$ cat src/hdl/cns_pkg.sv
package cns_pkg;

  localparam int unsigned YearW = 14;
  localparam int unsigned FieldW = 7;

  localparam logic [FieldW-1:0] SecMax = 7'd59;
  localparam logic [FieldW-1:0] MinMax = 7'd59;
  localparam logic [FieldW-1:0] HourMax = 7'd23;
  localparam logic [FieldW-1:0] FebLeapDays = 7'd29;
  localparam logic [FieldW-1:0] MonthMax = 7'd12;
  localparam logic [YearW:0] YearLimit = 15'd9999;

  // divisibility by 25: y * inverse(25) mod 2^14 <= (2^14 - 1) / 25
  localparam logic [YearW-1:0] Inv25 = 14'd7209;
  localparam logic [YearW-1:0] Div25Lim = 14'd655;

  typedef struct packed {
    logic [YearW-1:0]  year;
    logic [FieldW-1:0] month;
    logic [FieldW-1:0] day;
    logic [FieldW-1:0] hour;
    logic [FieldW-1:0] minute;
    logic [FieldW-1:0] second;
  } ts_t;

  typedef struct packed {
    logic [YearW-1:0]  next_year;
    logic [FieldW-1:0] next_month;
    logic [FieldW-1:0] next_day;
    logic [FieldW-1:0] next_hour;
    logic [FieldW-1:0] next_minute;
    logic [FieldW-1:0] next_second;
    logic              bad;
  } res_t;

  // days in month, index is month - 1
  function automatic logic [FieldW-1:0] month_days(input logic [3:0] idx);
    logic [FieldW-1:0] len;
    case (idx)
      4'd1:                      len = 7'd28;
      4'd3, 4'd5, 4'd8, 4'd10:   len = 7'd30;
      default:                   len = 7'd31;
    endcase
    return len;
  endfunction

endpackage

$ cat src/hdl/cns_step.sv
module cns_step (
  input  cns_pkg::ts_t  ts_i,
  output cns_pkg::res_t res_o
);

  logic [cns_pkg::FieldW:0]   sec_inc, min_inc, hour_inc, day_inc, mon_inc;
  logic [cns_pkg::YearW:0]    year_inc, year_nx;
  logic                       sec_c, min_c, hour_c, day_c, mon_c;
  logic [cns_pkg::FieldW-1:0] sec_nx, min_nx, hour_nx, day_nx, mon_nx;
  logic [cns_pkg::FieldW-1:0] last;
  logic [3:0]                 mon_m1;
  logic [cns_pkg::YearW-1:0]  y_mul;
  logic                       div25, leap, bad;

  assign y_mul  = ts_i.year * cns_pkg::Inv25;
  assign div25  = (y_mul <= cns_pkg::Div25Lim);
  assign leap   = (ts_i.year[1:0] == 2'b00) && (!div25 || (ts_i.year[3:0] == 4'd0));
  assign mon_m1 = ts_i.month[3:0] - 4'd1;

  always_comb begin
    last = cns_pkg::month_days(mon_m1);
    if ((ts_i.month == 7'd2) && leap) begin
      last = cns_pkg::FebLeapDays;
    end
  end

  assign sec_inc  = {1'b0, ts_i.second} + 8'd1;
  assign sec_c    = sec_inc > {1'b0, cns_pkg::SecMax};
  assign sec_nx   = sec_c ? '0 : sec_inc[cns_pkg::FieldW-1:0];

  assign min_inc  = {1'b0, ts_i.minute} + 8'd1;
  assign min_c    = sec_c && (min_inc > {1'b0, cns_pkg::MinMax});
  assign min_nx   = !sec_c ? ts_i.minute : (min_c ? '0 : min_inc[cns_pkg::FieldW-1:0]);

  assign hour_inc = {1'b0, ts_i.hour} + 8'd1;
  assign hour_c   = min_c && (hour_inc > {1'b0, cns_pkg::HourMax});
  assign hour_nx  = !min_c ? ts_i.hour : (hour_c ? '0 : hour_inc[cns_pkg::FieldW-1:0]);

  assign day_inc  = {1'b0, ts_i.day} + 8'd1;
  assign day_c    = hour_c && (day_inc > {1'b0, last});
  assign day_nx   = !hour_c ? ts_i.day : (day_c ? 7'd1 : day_inc[cns_pkg::FieldW-1:0]);

  assign mon_inc  = {1'b0, ts_i.month} + 8'd1;
  assign mon_c    = day_c && (mon_inc > {1'b0, cns_pkg::MonthMax});
  assign mon_nx   = !day_c ? ts_i.month : (mon_c ? 7'd1 : mon_inc[cns_pkg::FieldW-1:0]);

  assign year_inc = {1'b0, ts_i.year} + 15'd1;
  assign year_nx  = mon_c ? year_inc : {1'b0, ts_i.year};

  assign bad = (ts_i.month == 7'd0) || (ts_i.month > cns_pkg::MonthMax) ||
               (ts_i.day == 7'd0) || (year_nx > cns_pkg::YearLimit);

  always_comb begin
    res_o = '0;
    res_o.bad = bad;
    if (!bad) begin
      res_o.next_year   = year_nx[cns_pkg::YearW-1:0];
      res_o.next_month  = mon_nx;
      res_o.next_day    = day_nx;
      res_o.next_hour   = hour_nx;
      res_o.next_minute = min_nx;
      res_o.next_second = sec_nx;
    end
  end

endmodule

$ cat src/hdl/calendar_next_second.sv
// Channel   Ports                     Handshake
// input     ts_i (cns_pkg::ts_t)      word taken at edge with start_i high, busy_o low
// result    res_o (cns_pkg::res_t)    done_o high one cycle, taken at end of that cycle
//
// One word per cycle; busy_o stays low.
// done_o comes from done_q, which loads from vld_q on the same edge that loads res_q.
// Carry cascade and leap test sit between the input and result registers.
// Reset clears the valid flags only; the receiver cannot stall.
module calendar_next_second (
  input  logic          clk_i,
  input  logic          rst_ni,
  input  logic          start_i,
  output logic          busy_o,
  input  cns_pkg::ts_t  ts_i,
  output logic          done_o,
  output cns_pkg::res_t res_o
);

  logic          vld_q;
  cns_pkg::ts_t  ts_q;
  cns_pkg::res_t res_d, res_q;
  logic          done_q;

  assign busy_o = 1'b0;

  always_ff @(posedge clk_i or negedge rst_ni) begin
    if (!rst_ni) begin
      vld_q  <= 1'b0;
      done_q <= 1'b0;
    end else begin
      vld_q  <= start_i && !busy_o;
      done_q <= vld_q;
    end
  end

  always_ff @(posedge clk_i) begin
    if (start_i && !busy_o) begin
      ts_q <= ts_i;
    end
    if (vld_q) begin
      res_q <= res_d;
    end
  end

  cns_step u_step (
    .ts_i  (ts_q),
    .res_o (res_d)
  );

  assign done_o = done_q;
  assign res_o  = res_q;

endmodule

$ cat config.mk
export PLATFORM = sky130hd
export DESIGN_NAME = calendar_next_second
export DESIGN_NICKNAME = d
export VERILOG_FILES = /design/src/hdl/cns_pkg.sv /design/src/hdl/cns_step.sv /design/src/hdl/calendar_next_second.sv
export SDC_FILE = /design/constraint.sdc
export NUM_CORES = 1
export LEC_CHECK = 0
export BUFFER_PORTS_ARGS = -buffer_cell sky130_fd_sc_hd__buf_2
export CAP_MARGIN = 40
export CORE_MARGIN = 2
export CORE_UTILIZATION = 35
export DETAILED_ROUTE_END_ITERATION = 8
export MAX_ROUTING_LAYER = met4
export REMOVE_ABC_BUFFERS = 1
export SETUP_SLACK_MARGIN = 0.05
export SLEW_MARGIN = 20
export SYNTH_ARGS = -nofsm -noshare
export SYNTH_HDL_FRONTEND = slang
export SYNTH_HIERARCHICAL = 1
export SYNTH_SLANG_ARGS = --single-unit
$ cat constraint.sdc
create_clock -name clk_i -period 15.1 [get_ports clk_i]
set_clock_uncertainty 0.15 [all_clocks]
set_input_delay 2.265 -clock clk_i [delete_from_list [all_inputs] [get_ports clk_i]]
set_output_delay 2.265 -clock clk_i [all_outputs]
set_load 0.01 [all_outputs]
==> results <==
- The post-synthesis area per instance is 11.1 um^2.
- For this run, the post-layout net count is 808.
- 0 antenna diodes ended up in the layout.
- The number of instances in the synthesized netlist is 593.
- For the pin with the worst max-slew slack, the measured transition is 0.695 ns.
- Dividing the detail-routed wire length by the instance count gives 16.8 um.
- Sorting the synthesized cells by area gives the leading types as edfxtp_1 45%, ha_1 11%, fa_1 3.3%, nor4_2 3.2%, xnor2_1 3.2%.
- Yosys printed 6 warnings.
- CTS built an H-tree with a depth of 3.
- Data on the critical path arrives at its endpoint at 7.43 ns.
- The final core area utilization is 41.3%.
- The kind of end point of the critical path is a register.
- Of all nets on the critical path, the largest fanout is 15.
- The number of clock buffers added by TritonCTS is 9.
- Of the total synthesized cell area, the portion taken by full adders, half adders and majority gates is 14.2%.
- The number of gates resized after cts is 0.
- The initial antenna violation count is 0.
- The fraction of post-synthesis cell area in the top cell type by area is 45.1%.
- The floorplan step set the die width to 141 um.
- The final cell count without fillers is 926.
- The switching portion of total power is 32.4%.
- The normalized max-slew margin is 53.7%.
- The total negative setup slack is 0 ns.
- The final routed DRC violation total is 0.
- From synthesis to final layout, the design area changed by 16.6%.
- The clock net sink count is 101.
- In the synthesized netlist, the cells that appear most often are 99 x edfxtp_1, 57 x ha_1, 54 x inv_1.
- The floorplan step defined a die boundary enclosing 19900 um^2.
- Hold repair after CTS inserted 0 buffers.
- The kind of start point of the critical path is a register.
- The floorplan row count is 50.
- The die is 141 um tall.
- The post-synthesis share of cell area spent on and, or, nand and nor gates is 18.0%.
- The first global-routing pass estimated 25200 um of wire.
- The largest individual stage delay along the critical path comes from the cell edfxtp_1.
- Counting tap cells, the placed design contains a total of 910 instances.
- The final period demand of the worst path is 7.51 ns.
- The buffer cell driving the clock tree root is clkbuf_16.
- Detailed placement finished with a half-perimeter wire length of 11700 um.
- The flow ran to the end, and the final reports show no timing, DRC or antenna violations.
- The clock passes through at most 2 buffers.
- The clock network fraction of total power is 28.0%.
- The highest achievable clock rate is 0.133 GHz.
- Cells with a size suffix above 1 make up 24.6% of the layout.
- The total net switching power is 271 uW.
- The static power due to leakage is 0.00296 uW.
- The detailed router finished its first iteration with 300 violations.
- The classification of the worst-slack hold path is reg2reg.
- The synthesized flop and latch total is 101.
- The aggregate global-route resource usage is 16.5%.
- The combinational fraction of design power is 29.6%.
- The design area is 7680 um^2.
- The number of enable-type register cells in the synthesized netlist is 99.
- The minimum hold slack is 0.531 ns.
- The source-to-sink clock delay at the later pin of the worst-skew pair is 0.35 ns.
- Across the run, the number of max-cap violations was 0.
- The routed design has 15500 um of wire.
- The first-pass iteration count of the detailed router is 6.
- In this run the power density over the cells is 109 nW/um^2.
- After layout, the worst path uses 49.7% of the clock period.
- The number of global-route vias before repair is 4859.
- The global placement routability congestion is 0.926.
- The internal power is 565 uW.
- Of all cell types, the one taking the most synthesized area is edfxtp_1.
- The count of buffers added on input and output ports is 102.
- Summing over every cut layer, the via total after detailed routing is 4859.
- The mux contribution to synthesized area is 0.475%.
- TritonCTS built the clock tree.
- The number of setup violations in the final report is 0.
- Sequential elements use 45.9% of the synthesized area.
- Setup repair after global routing left no endpoint under its margin.
- The top-level port count is 104.
- The total core area is 18600 um^2.
- The critical path's largest stage delay is 0.61 ns.
- The xor and xnor fraction of the mapped netlist area is 4.52%.
- The global route total overflow is 0.
- The cell that appears most often on the critical path is ha_1.
- For this configuration, the core starts out at a cell density of 35.4%.
- The sequential group share of total power is 42.4%.
- The main flop type after synthesis is edfxtp_1.
- The number of routed nets with antenna violations is 0.
- The count of buffering cells on the critical path with inverters included is 4.
- The area fraction in compound gates after synthesis is 11.2%.
- Dividing the detail-routed via count by the number of cells gives 5.25.
- By area, the combinational part of the netlist is dominated by simple AND/OR/NAND/NOR gates.
- The category of the critical setup timing path is reg2reg.
- At the worst endpoint, the required time is 15.02 ns.
- The count of pins over their slew limit is 0.
- The maximum number of pins on one net before global-route repair is 36.
- After detailed placement, the total cell area comes to 7380 um^2.
- edfxtp_1 is the most common cell in the netlist.
- The peak supply drop is 0.0624 mV.
- Clock-pin slew was measured on the worst setup and hold paths at 0.07 ns.
- The synthesized netlist occupies a cell area of 6590 um^2.
- The netlist uses 68 different library cells.
- The cell family contributing the most delay on the critical path is adder cells.
- The share of flip-flops with an asynchronous set or reset is 1.98%.
- The setup fix buffers added after clock tree synthesis is 0.
- The total count of hold-check failures in the final report is 0.
- Counting the fill cells in the layout gives 1731.
worst reg2reg max path, delay by kind of cell (launching register included):
family | cells | cell delay [ns]
AO/OA/AOI/OAI | 9 | 2.11
adder cells (fa/ha/maj) | 7 | 2.27
buffers and inverters | 4 | 0.53
flip-flops | 1 | 0.61
multiplexers | 1 | 0.42
AND/OR/NAND/NOR | 6 | 1.12
layout make-up:
type	count	area [um^2]	area share, %
repair buffers	111	634	8.26
clock buffers	9	225	2.93
inverters	55	206	2.69
multi-input cells	410	3230	42.0
well taps	234	293	3.81
clock inverters	6	68.8	0.896
flip-flops and latches	101	3020	39.4
per-stage QoR:
| stage | total power [uW] | setup WS [ns] |
|---|---|---|
| detailed placement | 604 | 7.48 |
| CTS | 844 | 7.45 |
| global route | 886 | 7.19 |
| global placement | 593 | 7.29 |
| floorplan | 529 | 7.39 |
| finish | 836 | 7.59 |
flip-flops by register name, summed over array words and instances (netlist names):
| register | count |
|---|---|
| done_o | 1 |
| res_o | 50 |
| ts_q | 49 |
| vld_q | 1 |
final timing paths:
path / depth (start not counted) / from / slack [ns] / endpoint
min: 2 / ts_q[27] / 0.53 / res_o[28]
min in group asynchronous: 1 / rst_ni / 1.53 / vld_q
min reg2reg: 2 / ts_q[27] / 0.53 / res_o[28]
max: 27 / ts_q[38] / 7.59 / res_o[37]
max reg2reg: 27 / ts_q[38] / 7.59 / res_o[37]
max in group asynchronous: 1 / rst_ni / 13.16 / vld_q
cells in the final DEF (no fill, tap or decap), drive strengths merged, types with 3 or more instances in the layout:
cell type  Yosys  layout
a21oi         14      14
a22oi          3       3
a31oi          6       6
and3           6       6
buf           15     111
clkbuf        15       9
conb           2       5
edfxtp        99      99
fa            11      11
ha            57      57
inv           55      58
nand2         29      29
nand2b         3       3
nand3         38      38
nand3b         3       3
nand4         17      17
nor2          31      31
nor2b          6       6
nor3          20      20
nor3b          3       3
nor4          29      29
nor4b          4       4
o2111ai        3       3
o211ai         5       5
o21a           4       4
o21ai         35      35
o22ai          4       4
o31a           4       4
or2            4       4
xnor2         24      24
xor2          10      10
layer usage:
layer	vias to the layer above	global-route usage [%]	part of all wire (%)
li1	2373	-	-
met1	2331	20.5	44
met2	120	26.6	48
met3	35	2.41	4.1
met4	0	7.95	3.4
met5	-	-	0
power groups by stage:
stage | Sequential [uW] | Clock (uW) | Combinational, uW
3_3_place_gp | 362 | 0 | 231
6_report | 354 | 234 | 248
3_5_place_dp | 360 | 0 | 244
5_1_grt | 357 | 250 | 278
2_1_floorplan | 359 | 0 | 170
4_1_cts | 354 | 242 | 248
cells by family (layout without fill, tap and decap cells):
group / after synthesis / count (layout)
AO/OA/AOI/OAI: 101 / 101
XOR/XNOR: 34 / 34
adder cells (fa/ha/maj): 68 / 68
buffers and inverters: 85 / 181
flip-flops: 101 / 101
multiplexers: 3 / 3
other: 2 / 5
AND/OR/NAND/NOR: 199 / 199
Note: power is estimated with default switching activity, not from simulation.
